<file path="src/sv/snfcs_pkg.sv">
// Shared types and codes for the SPI NOR flash command sequencer.
// Used by the engine, the result register and the top level; no dependencies.
package snfcs_pkg;

  // Region sizes must be powers of two.
  localparam int PAGE_BYTES_DEF   = 256;
  localparam int SECTOR_BYTES_DEF = 4096;
  localparam int BLOCK_BYTES_DEF  = 65536;
  localparam int ADDRESS_BITS_DEF = 24;

  // Input item opcodes
  localparam logic [2:0] IN_READ    = 3'd0;
  localparam logic [2:0] IN_WRITE   = 3'd1;
  localparam logic [2:0] IN_ERASE   = 3'd2;
  localparam logic [2:0] IN_CHIP    = 3'd3;
  localparam logic [2:0] IN_JEDEC   = 3'd4;
  localparam logic [2:0] IN_UID     = 3'd5;
  localparam logic [2:0] IN_PAYLOAD = 3'd6;
  localparam logic [2:0] IN_REPLY   = 3'd7;

  // Operation held while a request runs
  localparam logic [2:0] OP_READ        = 3'd0;
  localparam logic [2:0] OP_WRITE       = 3'd1;
  localparam logic [2:0] OP_ERASE_SECTOR = 3'd2;
  localparam logic [2:0] OP_CHIP        = 3'd3;
  localparam logic [2:0] OP_JEDEC       = 3'd4;
  localparam logic [2:0] OP_UID         = 3'd5;
  localparam logic [2:0] OP_ERASE_BLOCK = 3'd6;

  // Region codes
  localparam logic [1:0] RG_PAGE   = 2'd0;
  localparam logic [1:0] RG_SECTOR = 2'd1;
  localparam logic [1:0] RG_BLOCK  = 2'd2;

  // Result kinds
  localparam logic [2:0] K_SEND    = 3'd0;
  localparam logic [2:0] K_RELEASE = 3'd1;
  localparam logic [2:0] K_DATA    = 3'd2;
  localparam logic [2:0] K_DONE    = 3'd3;
  localparam logic [2:0] K_REJECT  = 3'd4;

  // Flash command bytes
  localparam logic [7:0] CMD_WREN    = 8'h06;
  localparam logic [7:0] CMD_RDSR    = 8'h05;
  localparam logic [7:0] CMD_PROGRAM = 8'h02;
  localparam logic [7:0] CMD_FREAD   = 8'h0B;
  localparam logic [7:0] CMD_SE      = 8'h20;
  localparam logic [7:0] CMD_BE      = 8'hD8;
  localparam logic [7:0] CMD_CE      = 8'hC7;
  localparam logic [7:0] CMD_JEDEC   = 8'h9F;
  localparam logic [7:0] CMD_UID     = 8'h4B;
  localparam logic [7:0] SR_BUSY     = 8'h01;
  localparam logic [7:0] FILL_BYTE   = 8'h00;

  typedef struct packed {
    logic [2:0]  opcode;
    logic [1:0]  region;
    logic [15:0] unit_number;
    logic [15:0] start_offset;
    logic [16:0] byte_count;
    logic [7:0]  payload_byte;
    logic [7:0]  reply_byte;
  } in_item_t;

  typedef struct packed {
    logic [2:0] result_kind;
    logic [7:0] byte_value;
    logic       frame_start;
    logic       last;
  } out_item_t;

  localparam int MAX_RESULTS = 3;

  // Up to three results produced by one input item
  typedef struct packed {
    logic [1:0]                       count;
    out_item_t [MAX_RESULTS-1:0]      item;
  } res_group_t;

endpackage

</file>
<file path="src/sv/snfcs_engine.sv">
// Sequencer state machine: turns one input item into a group of up to three results.
// Depends on snfcs_pkg.
module snfcs_engine #(
  parameter int PAGE_BYTES   = snfcs_pkg::PAGE_BYTES_DEF,
  parameter int SECTOR_BYTES = snfcs_pkg::SECTOR_BYTES_DEF,
  parameter int BLOCK_BYTES  = snfcs_pkg::BLOCK_BYTES_DEF,
  parameter int ADDRESS_BITS = snfcs_pkg::ADDRESS_BITS_DEF
) (
  input  logic                   clk,
  input  logic                   rst_n,
  input  logic                   fire,
  input  snfcs_pkg::in_item_t    in_item,
  output snfcs_pkg::res_group_t  grp
);
  import snfcs_pkg::*;

  localparam int ADDR_BYTES = (ADDRESS_BITS + 7) / 8;
  localparam int PAGE_LG    = $clog2(PAGE_BYTES);
  localparam int SEC_LG     = $clog2(SECTOR_BYTES);
  localparam int BLK_LG     = $clog2(BLOCK_BYTES);
  localparam int BRW        = $clog2(BLOCK_BYTES + 1);
  localparam int CKW        = $clog2(PAGE_BYTES + 1);
  localparam int CMW        = (BRW > 17) ? BRW : 17;
  localparam int AXW        = ADDRESS_BITS + 16;

  typedef enum logic [3:0] {
    PH_IDLE, PH_WREN, PH_PRE_CMD, PH_PRE_STAT, PH_HDR, PH_DATA,
    PH_PAY_NEED, PH_PAY_WAIT, PH_POST_CMD, PH_POST_STAT
  } phase_t;

  phase_t                  phase_r, phase_nxt;
  logic [2:0]              op_r, op_nxt;
  logic [ADDRESS_BITS-1:0] addr_r, addr_nxt;
  logic [BRW-1:0]          br_r, br_nxt;
  logic [CKW-1:0]          chunk_r, chunk_nxt;
  logic [2:0]              hc_r, hc_nxt;

  logic [CMW-1:0]          rs;
  logic [4:0]              rs_lg;
  logic [CMW-1:0]          len;
  logic [CMW-1:0]          off_w;
  logic [CMW-1:0]          cnt_w;
  logic [AXW-1:0]          unit_sh;
  logic                    req_op;

  function automatic res_group_t push(res_group_t g, logic [2:0] k, logic [7:0] v,
                                      logic fs);
    g.item[g.count] = '{result_kind: k, byte_value: v, frame_start: fs, last: 1'b0};
    g.count = g.count + 2'd1;
    return g;
  endfunction

  function automatic logic [2:0] hdr_len(logic [2:0] op);
    logic [2:0] l;
    case (op)
      OP_READ:                                 l = 3'(2 + ADDR_BYTES);
      OP_WRITE, OP_ERASE_SECTOR, OP_ERASE_BLOCK: l = 3'(1 + ADDR_BYTES);
      OP_UID:                                  l = 3'd5;
      default:                                 l = 3'd1;
    endcase
    return l;
  endfunction

  function automatic logic [7:0] hdr_byte(logic [2:0] op, logic [2:0] i,
                                          logic [ADDRESS_BITS-1:0] a);
    logic [31:0] a32;
    logic        addressed;
    logic [7:0]  b;
    a32 = 32'(a);
    addressed = (op == OP_READ) || (op == OP_WRITE) ||
                (op == OP_ERASE_SECTOR) || (op == OP_ERASE_BLOCK);
    b = FILL_BYTE;
    if (i == 3'd0) begin
      case (op)
        OP_READ:         b = CMD_FREAD;
        OP_WRITE:        b = CMD_PROGRAM;
        OP_ERASE_SECTOR: b = CMD_SE;
        OP_ERASE_BLOCK:  b = CMD_BE;
        OP_CHIP:         b = CMD_CE;
        OP_JEDEC:        b = CMD_JEDEC;
        default:         b = CMD_UID;
      endcase
    end else if (addressed && (i <= 3'(ADDR_BYTES))) begin
      // address goes out most significant byte first
      b = 8'(a32 >> (8 * (ADDR_BYTES - int'(i))));
    end
    return b;
  endfunction

  // bytes left in the current page, capped by what remains of the request
  function automatic logic [CKW-1:0] chunk_len(logic [ADDRESS_BITS-1:0] a,
                                               logic [BRW-1:0] br);
    logic [CKW-1:0] room;
    room = CKW'(PAGE_BYTES) - CKW'(a[PAGE_LG-1:0]);
    return (br < BRW'(room)) ? CKW'(br) : room;
  endfunction

  always_comb begin
    case (in_item.region)
      RG_PAGE:   begin rs = CMW'(PAGE_BYTES);   rs_lg = 5'(PAGE_LG); end
      RG_SECTOR: begin rs = CMW'(SECTOR_BYTES); rs_lg = 5'(SEC_LG);  end
      RG_BLOCK:  begin rs = CMW'(BLOCK_BYTES);  rs_lg = 5'(BLK_LG);  end
      default:   begin rs = '0;                 rs_lg = 5'd0;        end
    endcase
    off_w   = CMW'(in_item.start_offset);
    cnt_w   = CMW'(in_item.byte_count);
    len     = ((cnt_w == '0) || (cnt_w > rs)) ? rs : cnt_w;
    if (len > rs - off_w) len = rs - off_w;
    unit_sh = AXW'(in_item.unit_number) << rs_lg;
  end

  always_comb begin
    phase_nxt = phase_r;
    op_nxt    = op_r;
    addr_nxt  = addr_r;
    br_nxt    = br_r;
    chunk_nxt = chunk_r;
    hc_nxt    = hc_r;
    grp       = '0;
    req_op    = (in_item.opcode <= IN_UID);

    if (req_op) begin
      if (phase_r != PH_IDLE) begin
        grp = push(grp, K_REJECT, 8'h00, 1'b0);
      end else if ((in_item.opcode == IN_READ) || (in_item.opcode == IN_WRITE)) begin
        if (rs == '0) begin
          grp = push(grp, K_REJECT, 8'h00, 1'b0);
        end else if (off_w >= rs) begin
          grp = push(grp, K_DONE, 8'h00, 1'b0);
        end else begin
          op_nxt    = in_item.opcode;
          addr_nxt  = unit_sh[ADDRESS_BITS-1:0] + ADDRESS_BITS'(in_item.start_offset);
          br_nxt    = BRW'(len);
          chunk_nxt = chunk_len(addr_nxt, br_nxt);
          hc_nxt    = 3'd0;
          if (in_item.opcode == IN_READ) begin
            grp       = push(grp, K_SEND, hdr_byte(op_nxt, hc_nxt, addr_nxt), 1'b1);
            hc_nxt    = hc_nxt + 3'd1;
            phase_nxt = PH_HDR;
          end else begin
            grp       = push(grp, K_SEND, CMD_WREN, 1'b1);
            phase_nxt = PH_WREN;
          end
        end
      end else if (in_item.opcode == IN_ERASE) begin
        if ((in_item.region != RG_SECTOR) && (in_item.region != RG_BLOCK)) begin
          grp = push(grp, K_REJECT, 8'h00, 1'b0);
        end else begin
          op_nxt    = (in_item.region == RG_SECTOR) ? OP_ERASE_SECTOR : OP_ERASE_BLOCK;
          addr_nxt  = unit_sh[ADDRESS_BITS-1:0];
          hc_nxt    = 3'd0;
          grp       = push(grp, K_SEND, CMD_WREN, 1'b1);
          phase_nxt = PH_WREN;
        end
      end else begin
        op_nxt = in_item.opcode;
        hc_nxt = 3'd0;
        if (in_item.opcode == IN_CHIP) begin
          grp       = push(grp, K_SEND, CMD_WREN, 1'b1);
          phase_nxt = PH_WREN;
        end else begin
          grp       = push(grp, K_SEND, hdr_byte(op_nxt, hc_nxt, addr_nxt), 1'b1);
          hc_nxt    = hc_nxt + 3'd1;
          phase_nxt = PH_HDR;
        end
      end
    end else if (in_item.opcode == IN_PAYLOAD) begin
      if (phase_r == PH_PAY_NEED) begin
        grp       = push(grp, K_SEND, in_item.payload_byte, 1'b0);
        phase_nxt = PH_PAY_WAIT;
      end
    end else begin
      case (phase_r)
        PH_WREN: begin
          grp       = push(grp, K_RELEASE, 8'h00, 1'b0);
          grp       = push(grp, K_SEND, CMD_RDSR, 1'b1);
          phase_nxt = PH_PRE_CMD;
        end
        PH_PRE_CMD: begin
          grp       = push(grp, K_SEND, FILL_BYTE, 1'b0);
          phase_nxt = PH_PRE_STAT;
        end
        PH_PRE_STAT: begin
          if ((in_item.reply_byte & SR_BUSY) != 8'h00) begin
            grp = push(grp, K_SEND, FILL_BYTE, 1'b0);
          end else begin
            grp       = push(grp, K_RELEASE, 8'h00, 1'b0);
            grp       = push(grp, K_SEND, hdr_byte(op_r, 3'd0, addr_r), 1'b1);
            hc_nxt    = 3'd1;
            phase_nxt = PH_HDR;
          end
        end
        PH_HDR: begin
          if (hc_r < hdr_len(op_r)) begin
            grp    = push(grp, K_SEND, hdr_byte(op_r, hc_r, addr_r), hc_r == 3'd0);
            hc_nxt = hc_r + 3'd1;
          end else if (op_r == OP_WRITE) begin
            phase_nxt = PH_PAY_NEED;
          end else if ((op_r == OP_READ) || (op_r == OP_JEDEC) || (op_r == OP_UID)) begin
            if (op_r == OP_JEDEC) chunk_nxt = CKW'(3);
            if (op_r == OP_UID)   chunk_nxt = CKW'(8);
            grp       = push(grp, K_SEND, FILL_BYTE, 1'b0);
            phase_nxt = PH_DATA;
          end else begin
            grp       = push(grp, K_RELEASE, 8'h00, 1'b0);
            grp       = push(grp, K_SEND, CMD_RDSR, 1'b1);
            phase_nxt = PH_POST_CMD;
          end
        end
        PH_DATA: begin
          grp = push(grp, K_DATA, in_item.reply_byte, 1'b0);
          if (chunk_r != '0) chunk_nxt = chunk_r - CKW'(1);
          if (op_r == OP_READ) begin
            addr_nxt = addr_r + ADDRESS_BITS'(1);
            if (br_r != '0) br_nxt = br_r - BRW'(1);
          end
          if (chunk_nxt != '0) begin
            grp = push(grp, K_SEND, FILL_BYTE, 1'b0);
          end else begin
            grp = push(grp, K_RELEASE, 8'h00, 1'b0);
            if ((op_r == OP_READ) && (br_nxt != '0)) begin
              // next page of the read: fresh frame
              chunk_nxt = chunk_len(addr_nxt, br_nxt);
              grp       = push(grp, K_SEND, hdr_byte(op_r, 3'd0, addr_nxt), 1'b1);
              hc_nxt    = 3'd1;
              phase_nxt = PH_HDR;
            end else begin
              grp       = push(grp, K_DONE, 8'h00, 1'b0);
              phase_nxt = PH_IDLE;
            end
          end
        end
        PH_PAY_WAIT: begin
          if (chunk_r != '0) chunk_nxt = chunk_r - CKW'(1);
          if (br_r != '0)    br_nxt    = br_r - BRW'(1);
          addr_nxt = addr_r + ADDRESS_BITS'(1);
          if (chunk_nxt != '0) begin
            phase_nxt = PH_PAY_NEED;
          end else begin
            grp       = push(grp, K_RELEASE, 8'h00, 1'b0);
            grp       = push(grp, K_SEND, CMD_RDSR, 1'b1);
            phase_nxt = PH_POST_CMD;
          end
        end
        PH_POST_CMD: begin
          grp       = push(grp, K_SEND, FILL_BYTE, 1'b0);
          phase_nxt = PH_POST_STAT;
        end
        PH_POST_STAT: begin
          if ((in_item.reply_byte & SR_BUSY) != 8'h00) begin
            grp = push(grp, K_SEND, FILL_BYTE, 1'b0);
          end else begin
            grp = push(grp, K_RELEASE, 8'h00, 1'b0);
            if ((op_r == OP_WRITE) && (br_r != '0)) begin
              chunk_nxt = chunk_len(addr_r, br_r);
              hc_nxt    = 3'd0;
              grp       = push(grp, K_SEND, CMD_WREN, 1'b1);
              phase_nxt = PH_WREN;
            end else begin
              grp       = push(grp, K_DONE, 8'h00, 1'b0);
              phase_nxt = PH_IDLE;
            end
          end
        end
        default: ;
      endcase
    end

    if (grp.count != 2'd0) grp.item[grp.count - 2'd1].last = 1'b1;
  end

  always_ff @(posedge clk) begin
    if (!rst_n) begin
      phase_r <= PH_IDLE;
      op_r    <= '0;
      addr_r  <= '0;
      br_r    <= '0;
      chunk_r <= '0;
      hc_r    <= '0;
    end else if (fire) begin
      phase_r <= phase_nxt;
      op_r    <= op_nxt;
      addr_r  <= addr_nxt;
      br_r    <= br_nxt;
      chunk_r <= chunk_nxt;
      hc_r    <= hc_nxt;
    end
  end

  // a request refused while busy leaves the sequence untouched
  a_busy_reject_holds: assert property (@(posedge clk) disable iff (!rst_n)
    fire && (in_item.opcode <= IN_UID) && (phase_r != PH_IDLE)
      |=> $stable(phase_r) && $stable(addr_r) && $stable(br_r))
    else $error("request while busy changed the sequencer state");

  // a page chunk never exceeds what remains of a read or write
  a_chunk_fits: assert property (@(posedge clk) disable iff (!rst_n)
    ((phase_r == PH_PAY_NEED) || ((phase_r == PH_DATA) && (op_r == OP_READ)))
      |-> (BRW'(chunk_r) <= br_r))
    else $error("page chunk larger than remaining length");

endmodule

</file>
<file path="src/sv/snfcs_result_reg.sv">
// Result register: holds one group of up to three results and hands them out in order.
// Depends on snfcs_pkg.
module snfcs_result_reg (
  input  logic                   clk,
  input  logic                   rst_n,
  input  logic                   load,
  input  snfcs_pkg::res_group_t  grp,
  output logic                   free,
  output logic                   out_valid,
  input  logic                   out_ready,
  output snfcs_pkg::out_item_t   out_item
);
  import snfcs_pkg::*;

  res_group_t grp_r;
  logic [1:0] cnt_r;
  logic [1:0] idx_r;
  logic       take;
  logic       last_take;

  assign out_valid = (cnt_r != 2'd0);
  assign out_item  = grp_r.item[idx_r];
  assign take      = out_valid && out_ready;
  assign last_take = take && (idx_r == cnt_r - 2'd1);
  // a new group may enter as the last result of the current one leaves
  assign free      = (cnt_r == 2'd0) || last_take;

  always_ff @(posedge clk) begin
    if (!rst_n) begin
      cnt_r <= 2'd0;
      idx_r <= 2'd0;
    end else if (load && free) begin
      cnt_r <= grp.count;
      idx_r <= 2'd0;
    end else if (last_take) begin
      cnt_r <= 2'd0;
      idx_r <= 2'd0;
    end else if (take) begin
      idx_r <= idx_r + 2'd1;
    end
  end

  always_ff @(posedge clk) begin
    if (load && free) grp_r <= grp;
  end

  a_idx_in_group: assert property (@(posedge clk) disable iff (!rst_n)
    out_valid |-> (idx_r < cnt_r))
    else $error("result index past group size");

  a_last_marked: assert property (@(posedge clk) disable iff (!rst_n)
    take |-> (out_item.last == (idx_r == cnt_r - 2'd1)))
    else $error("last flag does not match end of group");

  a_empty_group: assert property (@(posedge clk) disable iff (!rst_n)
    load && free && (grp.count == 2'd0) |=> !out_valid)
    else $error("empty group produced a result");

endmodule

</file>
<file path="src/sv/spi_nor_flash_command_sequencer_core.sv">
// Top level of the single-IO SPI NOR flash command sequencer.
// Depends on snfcs_pkg, snfcs_engine and snfcs_result_reg.
//
// Usage:
//   in_*  : valid/ready channel of input items: requests (read, write, erase,
//           chip erase, JEDEC id, unique id), write payload bytes and the byte
//           shifted back from the flash for every byte sent.
//   out_* : valid/ready channel of results: byte to send (with frame_start),
//           chip-select release, read data, done or rejected. The last result
//           caused by an input item carries last.
//   An item is taken into an input register and held there until the result
//   register is free; the state machine then turns it into a group of zero
//   to three results that is loaded into the result register, from which
//   the first result is presented.
//   Throughput: one input item per cycle while each item causes at most one
//   result and out_ready is high; an item with several results holds the result
//   register until taken, so the output (one result per cycle) sets the rate.
//   When the receiver stalls, the result register holds and the input register
//   fills; in_ready then drops until the group drains.
//   Reset (rst_n low, synchronous) returns the sequencer to idle and empties
//   both registers. No clearing pass is needed.
module spi_nor_flash_command_sequencer_core #(
  parameter int PAGE_BYTES   = snfcs_pkg::PAGE_BYTES_DEF,
  parameter int SECTOR_BYTES = snfcs_pkg::SECTOR_BYTES_DEF,
  parameter int BLOCK_BYTES  = snfcs_pkg::BLOCK_BYTES_DEF,
  parameter int ADDRESS_BITS = snfcs_pkg::ADDRESS_BITS_DEF
) (
  input  logic                  clk,
  input  logic                  rst_n,
  input  logic                  in_valid,
  output logic                  in_ready,
  input  snfcs_pkg::in_item_t   in_item,
  output logic                  out_valid,
  input  logic                  out_ready,
  output snfcs_pkg::out_item_t  out_item
);
  import snfcs_pkg::*;

  logic       in_vld_r;
  in_item_t   in_item_r;
  logic       free;
  logic       fire;
  res_group_t grp;

  assign fire     = in_vld_r && free;
  assign in_ready = !in_vld_r || fire;

  always_ff @(posedge clk) begin
    if (!rst_n) begin
      in_vld_r <= 1'b0;
    end else if (in_ready) begin
      in_vld_r <= in_valid;
    end
  end

  always_ff @(posedge clk) begin
    if (in_ready && in_valid) in_item_r <= in_item;
  end

  snfcs_engine #(
    .PAGE_BYTES   (PAGE_BYTES),
    .SECTOR_BYTES (SECTOR_BYTES),
    .BLOCK_BYTES  (BLOCK_BYTES),
    .ADDRESS_BITS (ADDRESS_BITS)
  ) u_engine (
    .clk     (clk),
    .rst_n   (rst_n),
    .fire    (fire),
    .in_item (in_item_r),
    .grp     (grp)
  );

  snfcs_result_reg u_result (
    .clk       (clk),
    .rst_n     (rst_n),
    .load      (fire),
    .grp       (grp),
    .free      (free),
    .out_valid (out_valid),
    .out_ready (out_ready),
    .out_item  (out_item)
  );

endmodule
</file>
<file path="config.mk">
export PLATFORM = sky130hd
export DESIGN_NAME = spi_nor_flash_command_sequencer_core
export DESIGN_NICKNAME = d
export VERILOG_FILES = /design/src/sv/snfcs_pkg.sv /design/src/sv/snfcs_engine.sv /design/src/sv/snfcs_result_reg.sv /design/src/sv/spi_nor_flash_command_sequencer_core.sv
export SDC_FILE = /design/constraint.sdc
export NUM_CORES = 1
export LEC_CHECK = 0
export ABC_AREA = 1
export BUFFER_PORTS_ARGS = -buffer_cell sky130_fd_sc_hd__buf_2
export CORE_MARGIN = 5
export CORE_UTILIZATION = 35
export DETAILED_ROUTE_END_ITERATION = 7
export HOLD_SLACK_MARGIN = 0.1
export SETUP_SLACK_MARGIN = 0.3
export SLEW_MARGIN = 30
export SYNTH_ARGS = -nofsm -noshare
export SYNTH_HDL_FRONTEND = slang
export SYNTH_SLANG_ARGS = --single-unit
</file>
<file path="constraint.sdc">
create_clock -name clk -period 7.9 [get_ports clk]
set_input_delay 0.79 -clock clk [delete_from_list [all_inputs] [get_ports clk]]
set_output_delay 0.79 -clock clk [all_outputs]
set_load 0.1 [all_outputs]
</file>
* Yosys cells after proc, flatten, opt, wreduce, memory -nomap -nowiden *
Index checks and enable logic that the tools add are counted.

operators by class
  equality and inequality tests = 54
  $add $sub $neg = 13
  $lt $le $gt $ge = 12
  muxes and demuxes = 136
  div/mod/pow operators = 0
  bitwise operators = 2
  $mul = 0
  reduce and logical (&&, ||, !) cells = 51
  shift operators = 2

operator list
  kind                                  number
  two-way mux 41 bit                    14
  two-way mux 24 bit                    12
  case mux 41 bit (7 select lines)      1
  two-way mux 9 bit                     25
  two-way mux 17 bit                    13
  two-way mux 3 bit                     26
  two-way mux 4 bit                     16
  less-than comparator 17 x 9 -> 1 bit  3
  case mux 17 bit (3 select lines)      1
  case mux 24 bit (2 select lines)      1
  case mux 8 bit (6 select lines)       1
  two-way mux 40 bit                    1
  bitwise mux 39 bit                    1
  two-way mux 39 bit                    1
  two-way mux 38 bit                    1
  case mux 9 bit (4 select lines)       1
  > comparator 17 bit                   2
  zero test 17 bit                      2
  case mux 17 bit (2 select lines)      1
  nonzero test 17 bit                   2
  case mux 4 bit (8 select lines)       1
  case mux 8 bit (4 select lines)       1
  >> shifter 24 x 32 -> 8 bit           1
  nonzero test 9 bit                    3
  other kinds (66)                      139

word-level totals
  RAM bits = 0
  latch bits = 0
  ROM bits = 0
  bits in registers = 174
  memories = 0
  word-level logic and storage cells = 299

* Longest topological paths before layout *
  depth in word-level cells = 20
  gate-level depth with buffers = 42

* Cells and area by module *
A second synthesis with hierarchy kept.

second synthesis, totals
  cells, all modules = 2057
  area total of the unflattened synthesis = 14232.4 µm²

modules (own cells, without submodules)
  module                                instances  area an instance (µm²)  cells each  sequential area each (µm²)
  snfcs_engine                          1          10348.7                 1843        1201.2
  spi_nor_flash_command_sequencer_core  1          2160.8                  79          2122.0
  snfcs_result_reg                      1          1722.9                  135         1251.2

* Least setup slack after synthesis *
No wires, ideal clock.

  path kind = reg-to-reg
  from = register in_item_r[65] in the netlist's numbering
  to = register u_engine.chunk_r[0]
  clock period less this slack = 5.505 ns
  data arrival time = 5.438 ns
  stages on the path, launching flop included = 40
  library setup time = 0.066 ns
  slack = 2.395 ns
  cell sequence = edfxtp_1 inv_1 ha_1 clkbuf_1 inv_1 clkbuf_1 ha_1 inv_1 nor3_1 nand3b_1 nand3_1 nand2_2 nand2_2 buf_2 nor2_1 ha_1 a21oi_1 nor2_1 [... 4 more ...] nand2_2 clkinv_2 clkbuf_1 o21ai_0 inv_1 ha_1 a21oi_1 o21ai_0 nand2_1 o211a_1 nand2_1 nor3_4 nand2_4 nand2_1 nand3_1 nand2_1 inv_1 a21oi_2

between the ends
  cells in the longest elaborated chain, start to end = 14

ends and longest elaborated chain
  item                                                                              line                                        text
  from (decl)                                                                       spi_nor_flash_command_sequencer_core.sv:40  in_item_t in_item_r;
  from (signal assigned)                                                            spi_nor_flash_command_sequencer_core.sv:57  if (in_ready && in_valid) in_item_r <= in_item;
  parallel branches: the longest is 14 deep, another holds adder 24 x 16 -> 24 bit  --
  to (signal assigned)                                                              snfcs_engine.sv:285                         chunk_r <= chunk_nxt;
  to (decl)                                                                         snfcs_engine.sv:35                          logic [CKW-1:0] chunk_r, chunk_nxt;

Several ways; the timed one is not identified. The select of a mux whose other input is x is not followed.
A chain may end at the register's enable or synchronous reset.

* Final worst setup path *
  from = register in_item_r[65] in the netlist's numbering
  to = register u_engine.chunk_r[2]

The elaborated chain is that of the path after synthesis.

==> impl_results.md <==
* ANT cells at 0
* Final Wtd Congestion at 0.952
* Cell at the slowest stage of the critical path: o21ai_0
* Fillers at 4446
* Layout cells sized above 1 at 11.8%
* Tot GR Track Use at 19.9%
* Longest Clk Path Bufs at 2
* P per Cell Area at 202 mW/mm^2
* Crit-path max cell delay at 450 ps
* VDD IR max at 171 uV
* Internal power at 1950 uW
* Most frequent CP cell: nand2_1
* Maxcap violations at 0
* Grt ovf at 0
* Max Fanout on Critical Path at 19
* Clk network pwr share at 30.0%
* Yosys reg bits at 171
* Max Clock Skew at 23.2 ps
* Max_slew headroom at 36.1%
* Post-route ant nets at 0
* Sequential share of power at 32.2%
* Post-route minimum period at 6510 ps
* Slew Limit Fails at 0
* Status: complete, no violations
* Initial DRC Count at 1181
* Avg WL per Cell at 17.1 um
* First-pass GRT wire length at 72.7 mm
* Top cell type's share of synthesized area at 21.9%
* Die area at 0.0457 sq mm
* Final Util at 39.3%
* Avg Inst Size Synth at 6.97 sq um
* TritonRoute pass-1 iters at 5
* Multi-input logic area at 0.00868 sq mm
* Synth top area cells: edfxtp_1, nand2_1, dfxtp_1
* # nets final at 2292
* Async set-reset flop share out of synthesis at 0%
* Sw frac at 40.2%
* H-tree depth at 4
* Number of flops mapped to enable cells by yosys at 106
* Clock sinks at 171
* Clk slew on worst S/H paths at 70 ps
* Hpwl dp at 35.9 mm
* WS Path Type: reg -> reg
* Hold/Removal Path Class: reg -> reg
* Die width at 214 um
* RSZ-0062 raised after global routing: false
* PortBufs at 88
* Total power at 3250 uW
* Switching power at 1310 uW
* Worst-Skew Late Latency at 470 ps
* Max Freq at 154 MHz
* Area delta synth->final at 10.7%
* Total CTS buffers at 17
* FF/Latch Area at 0.00448 sq mm
* Post-synth cell types at 75
* Mapped Area at 0.0145 sq mm
* Final instance area at 0.0161 sq mm
* Die H at 214 um
* I/O Pins at 89
* Main flop type after synthesis: edfxtp_1
* Commonest non-fill, non-tap cells in the layout: nand2_1, inv_1, nor2_1, o21ai_0, a21oi_1
* Rows at 74
* Drt drc at 0
* CTS Hold Bufs at 0
* Final Cycle Share at 82.4%
* Setup Buffers After CTS at 0
* Data required time of the worst path at 8290 ps
* Arrival time worst endpoint at 6900 ps
* Post-synthesis cell count at 2084
* P_leak at 0.00731 uW
* Fin. Hold Viols at 0
* Number of global-route vias before repair at 13500
* Most common cell after layout, fill and taps aside: nand2_1
* WL final at 46.0 mm
* Initial antenna violation count at 0
* Fin Setup TNS at 0 ps
* Resize count post-CTS at 0
* Initial core utilization at 35.5%
* Post-DP Area at 0.0154 sq mm
* Final setup violation count at 0
* Root buf cell: clkbuf_16
* Post-synthesis sequential area ratio at 30.9%
* Warnings, synthesis at 0
* Startpoint Class: register
* Element type at the critical path end: register
* CTS tree: done
* Slew @ Worst Pin at 957 ps
* Comb pwr share at 37.7%
* Synth area leader: edfxtp_1
* Core Footprint at 0.0409 sq mm
* Vias/cell at 5.30
* Pin count of the biggest net entering global routing at 67
* Routed via count at 14200
* Hold_ws at 483 ps
## flip-flops by register name (all words and copies together), names as in the netlist, 3 cells and up
register,cells
in_item_r,70
u_result.grp_r,36
u_engine.addr_r,24
u_engine.br_r,17
u_engine.chunk_r,9
u_engine.phase_r,4
u_engine.hc_r,3
u_engine.op_r,3
## final timing paths
kind	startpoint	endpoint	slack, ps	cells past startpoint
hold reg to reg	u_result.cnt_r[1]	u_result.cnt_r[1]	480	2
setup reg to reg	in_item_r[65]	u_engine.chunk_r[2]	1390	35
setup / recovery	in_item_r[65]	u_engine.chunk_r[2]	1390	35
hold / removal	u_result.cnt_r[1]	u_result.cnt_r[1]	480	2
## through the flow
step                      worst slack (ps)  instances
after floorplan                       2400       2088
after global placement                1810       2652
after detailed placement              1480       2652
after CTS                             1440       2684
after global routing                   852       2684
final                                 1390       2684
## cell families after synthesis
logic type	after synthesis	share of synthesized area, %
AOI/OAI and AO/OA	445	18.1
xor gates and xnor gates	52	3.37
buffers and inverters	353	9.63
and+or+nand+nor	983	31.1
DFF	171	30.9
adders and majority gates	79	6.85
other	1	0.0258
## synthesized netlist by cell type, types with 4 or more instances
| library cell | number |
|---|---|
| a211oi_1 | 8 |
| a21oi_1 | 140 |
| a221oi_1 | 13 |
| a22oi_1 | 8 |
| a31o_2 | 5 |
| a31oi_1 | 20 |
| buf_1 | 7 |
| buf_2 | 17 |
| clkbuf_1 | 36 |
| clkinv_1 | 4 |
| dfxtp_1 | 65 |
| edfxtp_1 | 106 |
| ha_1 | 78 |
| inv_1 | 260 |
| inv_2 | 20 |
| nand2_1 | 430 |
| nand2_2 | 21 |
| nand2_4 | 15 |
| nand3_1 | 132 |
| nand3_2 | 8 |
| nand3b_1 | 10 |
| nand4_1 | 32 |
| nor2_1 | 253 |
| nor2_2 | 11 |
| nor2_4 | 8 |
| nor3_1 | 33 |
| nor4_1 | 7 |
| o211ai_1 | 22 |
| o21ai_0 | 144 |
| o21ai_1 | 21 |
| o221ai_1 | 5 |
| o22ai_1 | 6 |
| o31ai_1 | 17 |
| o32ai_1 | 7 |
| xnor2_1 | 10 |
| xor2_1 | 39 |
## critical path, delay by kind of cell, from the launching register on
family | cells | cell delay, ps
adder cells (fa/ha/maj) | 4 | 1190
AO/OA/AOI/OAI | 7 | 1220
buffers and inverters | 7 | 1040
flip-flops | 1 | 440
AND/OR/NAND/NOR | 17 | 2500
## cell type report
type                    count  area share [%]
inverters                 285            6.66
clock buffers              18            2.67
flip-flops and latches    171            27.9
clock inverters            14            1.42
multi-input cells        1564            54.0
well taps                 532            4.14
repair buffers            100            3.30
## per-layer routing
layer | part of all wire (%) | global-route usage (%) | vias up
met1 | 46 | 27.7 | 6568
met3 | 5.9 | 2.81 | 62
met5 | 0 | 0 | -
met2 | 46 | 32.3 | 444
li1 | - | - | 7145
met4 | 2.2 | 6.12 | 0
## power groups by stage
stage,logic (uW),clock network (uW),registers (uW)
after floorplan,931,0,1050
after global placement,1200,0,1070
after detailed placement,1210,0,1070
after CTS,1220,994,1050
after global routing,1360,1030,1050
final,1230,976,1050
(Power assumes the default switching activity.)
